--- src/hw/rtl/brfo_pkg.sv ---
`timescale 1ns / 1ps
// Package for the byte ring FIFO: operation codes, FSM states, shared
// constants and the memory control struct. No dependencies.
package brfo_pkg;

    localparam int DEPTH_DEF = 256;   // default store depth
    localparam int SIZE_CAP  = 256;   // ring size never exceeds this
    localparam int CFG_W     = 9;     // ring_size register width
    localparam int PADDR_W   = 3;
    localparam int PDATA_W   = 32;

    localparam logic [CFG_W-1:0] RING_SIZE_RST = 9'd256;
    localparam logic [CFG_W-1:0] RING_SIZE_MIN = 9'd2;
    localparam int WRITE_MARGIN = 2;  // free slots needed for a plain write

    // register index as seen on paddr[2]
    localparam logic REG_RING_SIZE = 1'b0;

    typedef enum logic [2:0] {
        MODE_WRITE     = 3'd0,
        MODE_OVERWRITE = 3'd1,
        MODE_READ      = 3'd2,
        MODE_PEEK      = 3'd3,
        MODE_SKIP      = 3'd4,
        MODE_ADVANCE   = 3'd5,
        MODE_RESET     = 3'd6
    } t_mode;

    typedef enum logic {
        S_IDLE = 1'b0,
        S_RESP = 1'b1
    } t_state;

    typedef struct packed {
        logic wr_en;
        logic rd_en;
    } t_mem_ctl;

endpackage

--- src/hw/rtl/brfo_store.sv ---
`timescale 1ns / 1ps
// Byte store of the ring: single-port synchronous RAM with a registered read.
// Per-entry valid flops make never-written bytes read as zero. Uses brfo_pkg.
module brfo_store #(
    parameter int DEPTH = brfo_pkg::DEPTH_DEF
) (
    input  logic                 i_clk,
    input  logic                 i_rst_n,
    input  brfo_pkg::t_mem_ctl   i_ctl,
    input  logic [$clog2((DEPTH < brfo_pkg::SIZE_CAP) ? DEPTH : brfo_pkg::SIZE_CAP)-1:0] i_addr,
    input  logic [7:0]           i_wdata,
    output logic [7:0]           o_rdata
);
    localparam int LIM = (DEPTH < brfo_pkg::SIZE_CAP) ? DEPTH : brfo_pkg::SIZE_CAP;

    logic [7:0]     r_mem [LIM];
    logic [LIM-1:0] r_valid;
    logic [7:0]     r_rdata;
    logic           r_rvalid;

    always_ff @(posedge i_clk) begin
        if (i_ctl.wr_en) begin
            r_mem[i_addr] <= i_wdata;
        end
        if (i_ctl.rd_en) begin
            r_rdata <= r_mem[i_addr];
        end
    end

    always_ff @(posedge i_clk) begin
        if (!i_rst_n) begin
            r_valid  <= '0;
            r_rvalid <= 1'b0;
        end else begin
            if (i_ctl.wr_en) begin
                r_valid[i_addr] <= 1'b1;
            end
            if (i_ctl.rd_en) begin
                r_rvalid <= r_valid[i_addr];
            end
        end
    end

    assign o_rdata = r_rvalid ? r_rdata : 8'd0;

endmodule

--- src/hw/rtl/brfo_ctrl.sv ---
`timescale 1ns / 1ps
// Ring control: pointers, per-operation decode, sequencing FSM and the
// result register. Drives brfo_store; uses brfo_pkg.
module brfo_ctrl #(
    parameter int DEPTH = brfo_pkg::DEPTH_DEF,
    localparam int LIM  = (DEPTH < brfo_pkg::SIZE_CAP) ? DEPTH : brfo_pkg::SIZE_CAP,
    localparam int PW   = $clog2(LIM),
    localparam int SW   = PW + 1
) (
    input  logic               i_clk,
    input  logic               i_rst_n,
    input  logic [SW-1:0]      i_size,
    input  logic               i_cfg_wr,
    // input channel
    input  logic               i_valid,
    output logic               o_stall,
    input  logic [2:0]         i_mode,
    input  logic [7:0]         i_data_in,
    input  logic [8:0]         i_count,
    // store
    output brfo_pkg::t_mem_ctl o_mem_ctl,
    output logic [PW-1:0]      o_mem_addr,
    output logic [7:0]         o_mem_wdata,
    input  logic [7:0]         i_mem_rdata,
    // output channel
    output logic               o_valid,
    input  logic               i_stall,
    output logic               o_ok,
    output logic [7:0]         o_data_out,
    output logic [8:0]         o_moved,
    output logic [7:0]         o_fill_level,
    output logic [7:0]         o_free_level
);

    brfo_pkg::t_state r_state, n_state;
    logic [PW-1:0] r_rd_ptr, n_rd_ptr, r_wr_ptr, n_wr_ptr;
    logic          r_item_ok, n_item_ok;
    logic          r_item_rd, n_item_rd;
    logic [8:0]    r_item_moved, n_item_moved;

    logic          r_out_valid, n_out_valid;
    logic          r_ok, n_ok;
    logic [7:0]    r_data, n_data;
    logic [8:0]    r_moved, n_moved;
    logic [7:0]    r_fill, n_fill;
    logic [7:0]    r_free, n_free;

    logic [SW-1:0] diff, filled, freec;
    logic [8:0]    filled9, freec9, mv;
    logic [PW-1:0] wr_next;
    logic          accept, out_room;

    function automatic logic [PW-1:0] wrap_add(input logic [PW-1:0] p,
                                               input logic [PW-1:0] n,
                                               input logic [SW-1:0] sz);
        logic [PW:0] s;
        s = {1'b0, p} + {1'b0, n};
        if (s >= sz) begin
            s = s - sz;
        end
        return s[PW-1:0];
    endfunction

    // occupancy from the current pointers; after an accept these already
    // hold the post-operation values when the result is built
    always_comb begin
        diff = {1'b0, r_wr_ptr} - {1'b0, r_rd_ptr};
        if (r_wr_ptr >= r_rd_ptr) begin
            filled = diff;
        end else begin
            filled = diff + i_size;
        end
        freec   = i_size - SW'(1) - filled;
        filled9 = 9'(filled);
        freec9  = 9'(freec);
    end

    assign o_stall  = (r_state != brfo_pkg::S_IDLE);
    assign accept   = i_valid && !o_stall;
    assign out_room = !r_out_valid || !i_stall;
    assign wr_next  = wrap_add(r_wr_ptr, PW'(1), i_size);

    always_comb begin
        n_state      = r_state;
        n_rd_ptr     = r_rd_ptr;
        n_wr_ptr     = r_wr_ptr;
        n_item_ok    = r_item_ok;
        n_item_rd    = r_item_rd;
        n_item_moved = r_item_moved;
        n_out_valid  = r_out_valid && i_stall;
        n_ok         = r_ok;
        n_data       = r_data;
        n_moved      = r_moved;
        n_fill       = r_fill;
        n_free       = r_free;
        o_mem_ctl    = '0;
        o_mem_addr   = r_wr_ptr;
        mv           = 9'd0;

        unique case (r_state)
            brfo_pkg::S_IDLE: begin
                if (accept) begin
                    n_item_ok    = 1'b0;
                    n_item_rd    = 1'b0;
                    n_item_moved = 9'd0;
                    n_state      = brfo_pkg::S_RESP;
                    unique case (brfo_pkg::t_mode'(i_mode))
                        brfo_pkg::MODE_WRITE: begin
                            if (freec >= SW'(brfo_pkg::WRITE_MARGIN)) begin
                                o_mem_ctl.wr_en = 1'b1;
                                n_wr_ptr        = wr_next;
                                n_item_ok       = 1'b1;
                            end
                        end
                        brfo_pkg::MODE_OVERWRITE: begin
                            o_mem_ctl.wr_en = 1'b1;
                            n_wr_ptr        = wr_next;
                            // ring was full: drop the oldest byte
                            if (wr_next == r_rd_ptr) begin
                                n_rd_ptr = wrap_add(r_rd_ptr, PW'(1), i_size);
                            end
                            n_item_ok = 1'b1;
                        end
                        brfo_pkg::MODE_READ: begin
                            if (filled != '0) begin
                                o_mem_ctl.rd_en = 1'b1;
                                o_mem_addr      = r_rd_ptr;
                                n_rd_ptr        = wrap_add(r_rd_ptr, PW'(1), i_size);
                                n_item_ok       = 1'b1;
                                n_item_rd       = 1'b1;
                            end
                        end
                        brfo_pkg::MODE_PEEK: begin
                            if (i_count < filled9) begin
                                o_mem_ctl.rd_en = 1'b1;
                                o_mem_addr      = wrap_add(r_rd_ptr, PW'(i_count), i_size);
                                n_item_ok       = 1'b1;
                                n_item_rd       = 1'b1;
                            end
                        end
                        brfo_pkg::MODE_SKIP: begin
                            mv           = (i_count < filled9) ? i_count : filled9;
                            n_rd_ptr     = wrap_add(r_rd_ptr, PW'(mv), i_size);
                            n_item_moved = mv;
                            n_item_ok    = (mv != 9'd0);
                        end
                        brfo_pkg::MODE_ADVANCE: begin
                            mv           = (i_count < freec9) ? i_count : freec9;
                            n_wr_ptr     = wrap_add(r_wr_ptr, PW'(mv), i_size);
                            n_item_moved = mv;
                            n_item_ok    = (mv != 9'd0);
                        end
                        brfo_pkg::MODE_RESET: begin
                            n_rd_ptr  = '0;
                            n_wr_ptr  = '0;
                            n_item_ok = 1'b1;
                        end
                        default: begin
                        end
                    endcase
                end
            end
            brfo_pkg::S_RESP: begin
                // store data is ready; load the result once the slot frees up
                if (out_room) begin
                    n_out_valid = 1'b1;
                    n_ok        = r_item_ok;
                    n_data      = r_item_rd ? i_mem_rdata : 8'd0;
                    n_moved     = r_item_moved;
                    n_fill      = 8'(filled);
                    n_free      = 8'(freec);
                    n_state     = brfo_pkg::S_IDLE;
                end
            end
            default: begin
                n_state = brfo_pkg::S_IDLE;
            end
        endcase

        if (i_cfg_wr) begin
            n_rd_ptr = '0;
            n_wr_ptr = '0;
        end
    end

    always_ff @(posedge i_clk) begin
        if (!i_rst_n) begin
            r_state     <= brfo_pkg::S_IDLE;
            r_rd_ptr    <= '0;
            r_wr_ptr    <= '0;
            r_out_valid <= 1'b0;
        end else begin
            r_state     <= n_state;
            r_rd_ptr    <= n_rd_ptr;
            r_wr_ptr    <= n_wr_ptr;
            r_out_valid <= n_out_valid;
        end
    end

    always_ff @(posedge i_clk) begin
        r_item_ok    <= n_item_ok;
        r_item_rd    <= n_item_rd;
        r_item_moved <= n_item_moved;
        r_ok         <= n_ok;
        r_data       <= n_data;
        r_moved      <= n_moved;
        r_fill       <= n_fill;
        r_free       <= n_free;
    end

    assign o_mem_wdata  = i_data_in;
    assign o_valid      = r_out_valid;
    assign o_ok         = r_ok;
    assign o_data_out   = r_data;
    assign o_moved      = r_moved;
    assign o_fill_level = r_fill;
    assign o_free_level = r_free;

endmodule

--- src/hw/rtl/byte_ring_fifo_with_overwrite_core.sv ---
`timescale 1ns / 1ps
// Byte ring FIFO with overwrite, top level. Holds the ring_size register
// and its clamping, and ties brfo_ctrl to brfo_store. Uses brfo_pkg.
//
// Usage:
//   Input channel (i_valid / o_stall) carries one operation per transfer:
//   i_mode selects write, overwrite, read, peek, skip, advance write or
//   pointer reset; i_data_in is the byte to store, i_count the peek offset
//   or skip/advance length. Output channel (o_valid / i_stall) returns one
//   result per operation: o_ok, o_data_out, o_moved and the fill and free
//   levels after the operation.
//   A result is loaded into the output register from S_RESP, after its
//   operation transfers, once that register is free. No new operation is
//   taken until then; the store is a single-port RAM with a registered
//   read and each operation makes one access before the next is taken.
//   A stalled result holds; one further operation may transfer and then
//   waits until the output register is free.
//   Reset: pointers go to zero, ring_size to 256, and every store byte
//   reads as zero until written. No clearing pass is needed.
//   Writing ring_size through the APB port (byte address 0) zeroes both
//   pointers; write it only while the block is idle.
module byte_ring_fifo_with_overwrite_core #(
    parameter int DEPTH = brfo_pkg::DEPTH_DEF
) (
    input  logic                        i_clk,
    input  logic                        i_rst_n,
    // configuration
    input  logic                        psel,
    input  logic                        penable,
    input  logic                        pwrite,
    input  logic [brfo_pkg::PADDR_W-1:0] paddr,
    input  logic [brfo_pkg::PDATA_W-1:0] pwdata,
    output logic [brfo_pkg::PDATA_W-1:0] prdata,
    output logic                        pready,
    // operations
    input  logic                        i_valid,
    output logic                        o_stall,
    input  logic [2:0]                  i_mode,
    input  logic [7:0]                  i_data_in,
    input  logic [8:0]                  i_count,
    // results
    output logic                        o_valid,
    input  logic                        i_stall,
    output logic                        o_ok,
    output logic [7:0]                  o_data_out,
    output logic [8:0]                  o_moved,
    output logic [7:0]                  o_fill_level,
    output logic [7:0]                  o_free_level
);
    localparam int LIM = (DEPTH < brfo_pkg::SIZE_CAP) ? DEPTH : brfo_pkg::SIZE_CAP;
    localparam int PW  = $clog2(LIM);
    localparam int SW  = PW + 1;
    localparam logic [brfo_pkg::CFG_W-1:0] LIM_CFG = brfo_pkg::CFG_W'(LIM);

    logic [brfo_pkg::CFG_W-1:0] r_ring_size;
    logic [SW-1:0]              eff_size;
    logic                       cfg_wr;

    brfo_pkg::t_mem_ctl mem_ctl;
    logic [PW-1:0]      mem_addr;
    logic [7:0]         mem_wdata, mem_rdata;

    assign pready = 1'b1;
    assign cfg_wr = psel && penable && pwrite && pready
                    && (paddr[2] == brfo_pkg::REG_RING_SIZE);

    always_ff @(posedge i_clk) begin
        if (!i_rst_n) begin
            r_ring_size <= brfo_pkg::RING_SIZE_RST;
        end else if (cfg_wr) begin
            r_ring_size <= pwdata[brfo_pkg::CFG_W-1:0];
        end
    end

    always_comb begin
        prdata = '0;
        if (paddr[2] == brfo_pkg::REG_RING_SIZE) begin
            prdata = brfo_pkg::PDATA_W'(r_ring_size);
        end
    end

    always_comb begin
        if (r_ring_size < brfo_pkg::RING_SIZE_MIN) begin
            eff_size = SW'(brfo_pkg::RING_SIZE_MIN);
        end else if (r_ring_size > LIM_CFG) begin
            eff_size = SW'(LIM_CFG);
        end else begin
            eff_size = SW'(r_ring_size);
        end
    end

    brfo_ctrl #(
        .DEPTH (DEPTH)
    ) u_ctrl (
        .i_clk        (i_clk),
        .i_rst_n      (i_rst_n),
        .i_size       (eff_size),
        .i_cfg_wr     (cfg_wr),
        .i_valid      (i_valid),
        .o_stall      (o_stall),
        .i_mode       (i_mode),
        .i_data_in    (i_data_in),
        .i_count      (i_count),
        .o_mem_ctl    (mem_ctl),
        .o_mem_addr   (mem_addr),
        .o_mem_wdata  (mem_wdata),
        .i_mem_rdata  (mem_rdata),
        .o_valid      (o_valid),
        .i_stall      (i_stall),
        .o_ok         (o_ok),
        .o_data_out   (o_data_out),
        .o_moved      (o_moved),
        .o_fill_level (o_fill_level),
        .o_free_level (o_free_level)
    );

    brfo_store #(
        .DEPTH (DEPTH)
    ) u_store (
        .i_clk   (i_clk),
        .i_rst_n (i_rst_n),
        .i_ctl   (mem_ctl),
        .i_addr  (mem_addr),
        .i_wdata (mem_wdata),
        .o_rdata (mem_rdata)
    );

endmodule

--- config.mk ---
export PLATFORM = sky130hd
export DESIGN_NAME = byte_ring_fifo_with_overwrite_core
export DESIGN_NICKNAME = d
export VERILOG_FILES = /design/src/hw/rtl/brfo_pkg.sv /design/src/hw/rtl/brfo_store.sv /design/src/hw/rtl/brfo_ctrl.sv /design/src/hw/rtl/byte_ring_fifo_with_overwrite_core.sv
export SDC_FILE = /design/constraint.sdc
export NUM_CORES = 2
export LEC_CHECK = 0
export ABC_AREA = 1
export BUFFER_PORTS_ARGS = -buffer_cell sky130_fd_sc_hd__buf_2
export CORE_MARGIN = 8
export CORE_UTILIZATION = 27
export CTS_BUF_LIST = sky130_fd_sc_hd__clkbuf_8
export CTS_CLUSTER_DIAMETER = 100
export DETAILED_ROUTE_END_ITERATION = 12
export MAX_ROUTING_LAYER = met4
export PLACE_DENSITY_LB_ADDON = 0.25
export SLEW_MARGIN = 30
export SYNTH_ARGS = -nofsm -noshare
export SYNTH_HDL_FRONTEND = slang
export SYNTH_SLANG_ARGS = --single-unit
--- constraint.sdc ---
create_clock -name i_clk -period 19.93 [get_ports i_clk]
set_input_delay 1.993 -clock i_clk [delete_from_list [all_inputs] [get_ports i_clk]]
set_output_delay 1.993 -clock i_clk [all_outputs]
set_load 0.01 [all_outputs]
# Word level (Yosys, flattened, before mapping)
# Memory sizes are Yosys's and may differ from the RTL's. A register that Yosys moved wholly into a read port is not among the register bits.
# Index checks and enable logic that the tools add are counted.
op_classes:
  add_sub_neg: 14
  bitwise_logic: 4
  n_reduce_logical: 23
  magnitude_cmp: 13
  n_eq_ne: 10
  muxes: 41
ops:
  columns: ["op", "count"]
  rows:
  - ["256-bit OR", 1]
  - ["8-bit two-way mux", 12]
  - ["8-bit one-hot mux with 4 select lines", 2]
  - ["9-bit two-way mux", 6]
  - ["9-bit >= comparator", 5]
  - ["8-bit subtractor", 5]
  - ["8-bit by 8-bit adder with 9-bit output", 3]
  - ["9-bit nonzero test", 3]
  - ["8-bit by 1-bit adder with 9-bit output (second input constant)", 2]
  - ["9-bit < comparator", 2]
  - ["9-bit one-hot mux with 2 select lines", 1]
  - ["8-bit one-hot mux with 2 select lines", 1]
  - ["1-bit two-way mux", 11]
  - ["9-bit adder", 1]
  - ["3-bit equality test (second input constant)", 3]
  - ["9-bit by 2-bit >= comparator with 1-bit output (second input constant)", 1]
  - ["9-bit greater-than comparator (second input constant)", 1]
  - ["8-bit by 9-bit < comparator with 1-bit output (second input constant)", 1]
  - ["9-bit by 2-bit < comparator with 1-bit output (second input constant)", 1]
  - ["8-bit by 8-bit subtractor with 9-bit output", 1]
  - ["9-bit by 1-bit subtractor with 9-bit output (second input constant)", 1]
  - ["9-bit subtractor", 1]
  - ["1-bit binary-select mux with 8-bit select", 1]
  - ["1-bit demux with 8-bit select", 1]
  - ["19 further kinds", 38]
totals:
  input_bits: 62
  word_cells: 121
  memories: 1
  reg_bits: 329
  ram_bits: 2048
memory_table:
  columns: ["memory", "words", "word_bits", "rd", "rd_clocked_by_memory_dff", "wr", "line", "text"]
  rows:
  - ["u_store.r_mem", 256, 8, 1, 1, 1, "brfo_store.sv:16", "logic [7:0] r_mem [LIM];"]

# Logic depth before layout (Yosys ltp)
depth:
  ltp_word: 15
  mapped_depth: 54

# By module
# Synthesis repeated with hierarchy kept, for this count alone.
hier_totals:
  hier_cells: 8578
  hier_area_um2: 97955.2
by_module_without_submodules:
  columns: ["mod", "n_inst", "cells_each", "seq_area_each_um2", "area_each_um2"]
  rows:
  - ["brfo_store", 1, 7253, 66884.1, 88974.1]
  - ["brfo_ctrl", 1, 1217, 1711.6, 8298.0]
  - ["byte_ring_fifo_with_overwrite_core", 1, 108, 180.2, 683.2]

# Worst setup path after synthesis
# No wires, ideal clock.
synth_path:
  path_type: "flip-flop to flip-flop"
  start: "register r_ring_size[6] (netlist bit)"
  end: "register u_ctrl.r_wr_ptr[0]"
  t_arrival_ns: 7.463
  setup_slack_ns: 12.339
  path_stages_with_launch: 51
  path_cell_list: "dfxtp_1 -> inv_1 -> nand2_1 -> nor3_1 -> a21oi_1 -> a21oi_1 -> inv_1 -> fa_1 -> xnor2_1 -> nand2_1 -> nand2_1 -> inv_1 -> ha_1 -> nand2_1 -> nor2_1 -> a211oi_1 -> or2_2 -> nand2_1 -> (+15 left out) -> inv_1 -> fa_1 -> o21ai_0 -> nand2_1 -> a21oi_1 -> nor2_1 -> xor2_1 -> inv_1 -> ha_1 -> nand4_1 -> or3b_2 -> nand3_1 -> clkbuf_1 -> nand2_1 -> o21ai_0 -> o22ai_1 -> o21ai_0 -> a21oi_1"
synth_via:
  elab_chain_cells: 12
  word_cells_on_any_way: 22
synth_rtl:
  columns: ["item", "line", "text"]
  rows:
  - ["from (decl)", "byte_ring_fifo_with_overwrite_core.sv:55", "logic [brfo_pkg::CFG_W-1:0] r_ring_size;"]
  - ["from (signal assigned)", "byte_ring_fifo_with_overwrite_core.sv:69", "r_ring_size <= brfo_pkg::RING_SIZE_RST;"]
  - ["from (signal assigned)", "byte_ring_fifo_with_overwrite_core.sv:71", "r_ring_size <= pwdata[brfo_pkg::CFG_W-1:0];"]
  - ["9-bit greater-than comparator", "byte_ring_fifo_with_overwrite_core.sv:85", "end else if (r_ring_size > LIM_CFG) begin"]
  - ["9-bit two-way mux", "byte_ring_fifo_with_overwrite_core.sv:85", null]
  - ["9-bit two-way mux (*)", "byte_ring_fifo_with_overwrite_core.sv:83", "if (r_ring_size < brfo_pkg::RING_SIZE_MIN) begin"]
  - ["9-bit adder (*)", "brfo_ctrl.sv:71", "filled = diff + i_size;"]
  - ["9-bit two-way mux (*)", "brfo_ctrl.sv:68", "if (r_wr_ptr >= r_rd_ptr) begin"]
  - ["net u_ctrl.filled[2]", "brfo_ctrl.sv:48", "logic [SW-1:0] diff, filled, freec;"]
  - ["9-bit subtractor (*)", "brfo_ctrl.sv:73", "freec = i_size - SW'(1) - filled;"]
  - ["9-bit < comparator", "brfo_ctrl.sv:148", "mv = (i_count < freec9) ? i_count : freec9;"]
  - ["9-bit two-way mux", "brfo_ctrl.sv:148", null]
  - ["8-bit by 8-bit adder with 9-bit output", "brfo_ctrl.sv:57", "s = {1'b0, p} + {1'b0, n};"]
  - ["8-bit subtractor / 9-bit >= comparator (equally long branches)", "brfo_ctrl.sv:59, brfo_ctrl.sv:58", null]
  - ["8-bit two-way mux", "brfo_ctrl.sv:58", "if (s >= sz) begin"]
  - ["8-bit one-hot mux with 4 select lines", "brfo_ctrl.sv:107", "unique case (brfo_pkg::t_mode'(i_mode))"]
  - ["to (signal assigned)", "brfo_ctrl.sv:195", "r_wr_ptr <= n_wr_ptr;"]
  - ["to (decl)", "brfo_ctrl.sv:36", "logic [PW-1:0] r_rd_ptr, n_rd_ptr, r_wr_ptr, n_wr_ptr;"]
# Mark *: on every way through the listed nets, which the timed path passes. The rest lies on a longest branch. The select of a mux whose other input is x is not followed.
# A chain may end at the register's enable or synchronous reset.

# Worst setup path after layout
layout_path:
  start: "register u_ctrl.r_wr_ptr[0]"
  end: "register u_store.r_rdata[6], read port of u_store.r_mem (data pin)"
layout_via:
  elab_chain_cells: 8
  word_cells_on_any_way: 16
layout_rtl:
  columns: ["item", "line", "text"]
  rows:
  - ["8-bit by 8-bit subtractor with 9-bit output", "brfo_ctrl.sv:67", "diff = {1'b0, r_wr_ptr} - {1'b0, r_rd_ptr};"]
  - ["9-bit adder", "brfo_ctrl.sv:71", null]
  - ["9-bit two-way mux (*)", "brfo_ctrl.sv:68", null]
  - ["net u_ctrl.filled[7]", "brfo_ctrl.sv:48", null]
  - ["9-bit < comparator / 9-bit nonzero test (equally long branches)", "brfo_ctrl.sv:134, brfo_ctrl.sv:125", null]
  - ["8-bit two-way mux, or another cell as far along", "brfo_ctrl.sv:134", "if (i_count < filled9) begin"]
  - ["8-bit one-hot mux with 2 select lines / 1-bit one-hot mux with 2 select lines (equally long branches)", "brfo_ctrl.sv:107", null]
  - ["8-bit two-way mux / 2-bit two-way mux (equally long branches)", "brfo_ctrl.sv:102", "if (accept) begin"]
  - ["8-bit two-way mux / 2-bit two-way mux (equally long branches)", "brfo_ctrl.sv:100", "unique case (r_state)"]
  - ["to (decl)", "brfo_store.sv:18", "logic [7:0] r_rdata;"]
# Mark *: on every way through the listed nets, which the timed path passes. The rest lies on a longest branch.

==> run summary <==
status = finished, final reports clean
endpoints failing setup = 0
Relative slew margins = 25.9%
P&R area growth vs syn = 13.4%
Die X = 625 µm
first-pass GRT wire length = 464000 µm
Period minus WS final = 10.36 ns
fin crit share = 52.0%
DP Area = 106000 µm²
Worst Path Required = 20.81 ns
Worst Setup SP = u_ctrl.r_wr_ptr[0]
top-count cell post-synth = nand2_1
detailed-route via count = 69449
RSZ-0062 raised after global routing = false
Final Hold Vio Count = 0
Core Rows = 223
initial drt markers = 6236
htree depth = 5
FMAX = 96.5 MHz
mapped cell area = 100000 µm²
WP data arrival = 11.24 ns
CTS tree = done
antenna violations before repair = 10
Post-synth EDFFs = 2101
leakage power = 42.7 nW
RR Startpoint = u_ctrl.r_wr_ptr[0]
Routed WL = 322000 µm
GRT Total Usage = 16.3%
Max stage delay on crit path = 0.82 ns
Placer Congestion = 0.865
largest net degree at the start of global routing = 181
grt ovf = 0
max capacitance violation total = 0
synth top area cells = edfxtp_1, nand2_1, dfxtp_1
layout cell share with drive strength beyond 1 = 8.90%
Die Ht = 625 µm
I/O Pins = 131
Clock Sink Count = 2385
Fin Setup TNS = 0 ns
Worst IR Drop VDD = 0.0566 mV
CTS clk-pin slew, worst paths = 0.06 ns
Synth top cells by count = nand2_1, edfxtp_1, nor2_1, inv_1, nand4_1
number of global-route vias before repair = 67772
design area = 113000 µm²
Worst-Margin Slew = 1.11 ns
max-slew violation count = 0
Max clock buf depth = 4
die area = 390000 µm²
drt pass-1 iters = 6
Starting Density = 27.1%
Mapped Cells = 9394
nets = 9717
slowest CP cell = buf_4
vias per cell = 4.68
hold path startpoint = u_ctrl.r_item_moved[0]
FF+latch count, synth = 2385
setup bufs post-CTS = 0
CTS resizes = 0
startpoint type of the worst setup path = register
crit-path max FO = 82
Yosys warnings = 0
Setup CP Type = register to register
Layout Skew = 0.128 ns
clock latency on the worst-skew pair = 1.07 ns
CP endpoint kind = register
async set or reset register ratio after synthesis = 0%
Final ANT Viol Nets = 0
Hold Buf Count CTS = 0
total core area = 369000 µm²
WHS = 0.412 ns
Netlist cell types = 57
top-area cell type share of the netlist area = 63.1%
syn_area_per_cell = 10.6 µm²
Buffers on Ports = 81
Worst path most repeated cell = nand2_1
clock buffer count from CTS = 403
Synth area leader = edfxtp_1
WL/cell = 21.7 µm
DP Wirelength = 184000 µm
Hold Path Class = register to register
top_reg_cell synth = edfxtp_1
CTS root buf = clkbuf_8
P per Cell Area = 102 nW/µm²
register area share after synthesis = 68.8%
Remaining DRCs = 0
[sequential cells by signal (all words and copies together), names as in the netlist, 8 cells and up]
| name | flops |
|---|---|
| u_ctrl.r_rd_ptr | 8 |
| u_ctrl.o_moved | 9 |
| r_ring_size | 9 |
| u_ctrl.o_free_level | 8 |
| u_ctrl.r_wr_ptr | 8 |
| u_ctrl.r_item_moved | 9 |
| u_ctrl.o_data_out | 8 |
| u_store.r_rdata | 8 |
| u_ctrl.o_fill_level | 8 |
| u_store.r_mem | 2048 |
| u_store.r_valid | 256 |
[power by group]
group	total, mW	leakage [nW]	internal [mW]	switching (mW)
registers	5.48	21.2	5.47	0.0159
clock network	4.16	4.52	2.09	2.06
logic	1.99	16.9	0.543	1.45
total	11.6	42.7	8.10	3.52
[through the flow]
stage               utilization (%)  setup slack, ns  power (mW)  cells
floorplan                         -            12.34        6.83   9416
global placement               28.6             9.03        7.55  14080
detailed placement             28.7             9.03        7.57  14081
CTS                            30.7             9.50        11.7  14830
global route                   30.8             8.86        12.1  14836
finish                         30.8             9.57        11.6  14836
[cell usage in the layout, fill, tap and decap left out, types with 6 or more instances in the layout]
master     instances
xnor2_1           20
buf_8              8
o211ai_1           6
nor2_1           660
o21bai_1           7
dfxtp_1          284
nand3_1          301
clkinv_2          35
buf_2             72
nor3_1            15
clkinv_1          85
nand4_1          373
bufinv_16          7
fa_1              11
inv_2            119
inv_6              7
edfxtp_1        2101
clkbuf_8         427
o21ai_0          184
o21ai_1          107
o21a_1            61
ha_1             104
nor2_2            20
buf_4             95
nor2_4            12
inv_1            592
o22ai_1           18
a22oi_1          107
buf_12            11
conb_1            24
nand2_1         3608
xor2_1            48
nand2_2           13
a21oi_1          255
inv_12             9
[critical path, delay by kind of cell (launching register included)]
family	cells	cell delay, ns
fa+ha+maj	4	1.29
buf+inv	11	4.36
xor+xnor	1	0.33
compound gates	2	0.39
flops	1	0.39
simple gates	28	3.31
[cell families (layout without fill, tap and decap cells)]
kind of cell	after synthesis	after routing	share of synthesized area, %
simple gates	5024	5024	20.4
fa+ha+maj	115	115	1.52
mux	2	2	0.0200
compound gates	774	774	4.44
other cells	2	26	0.00751
xor+xnor	68	68	0.595
flops	2385	2385	68.8
buf+inv	1024	1492	4.29
[path summary, 6_finish.rpt]
check	endpoint	slack [ns]	cells after the start
setup / recovery	u_store.r_rdata[6]	9.57	46
setup reg to reg	u_store.r_rdata[6]	9.57	46
hold reg to reg	u_ctrl.o_moved[0]	0.41	0
hold / removal	u_ctrl.o_moved[0]	0.41	0
[final cells by class]
type                    count  area (µm²)
diodes                      2        5.00
clock buffers             427        5880
clock inverters           322        1730
fillers                 37865      255000
inverters                 548        2080
multi-input cells        6007       27200
flip-flops and latches   2385       68800
well taps                4950        6190
repair buffers            195        1580
[metal layers]
| metal | wire length, µm | vias to the layer above | share of wire, % | track usage (%) |
|---|---|---|---|---|
| met2 | 149000 | 2346 | 46 | 26.0 |
| met3 | 20200 | 553 | 6.3 | 2.06 |
| met1 | 143000 | 34425 | 44 | 21.7 |
| li1 | - | 32125 | - | - |
| met5 | 0 | - | 0 | - |
| met4 | 9790 | 0 | 3.0 | 4.82 |
Power figures use the tool's default switching activity.
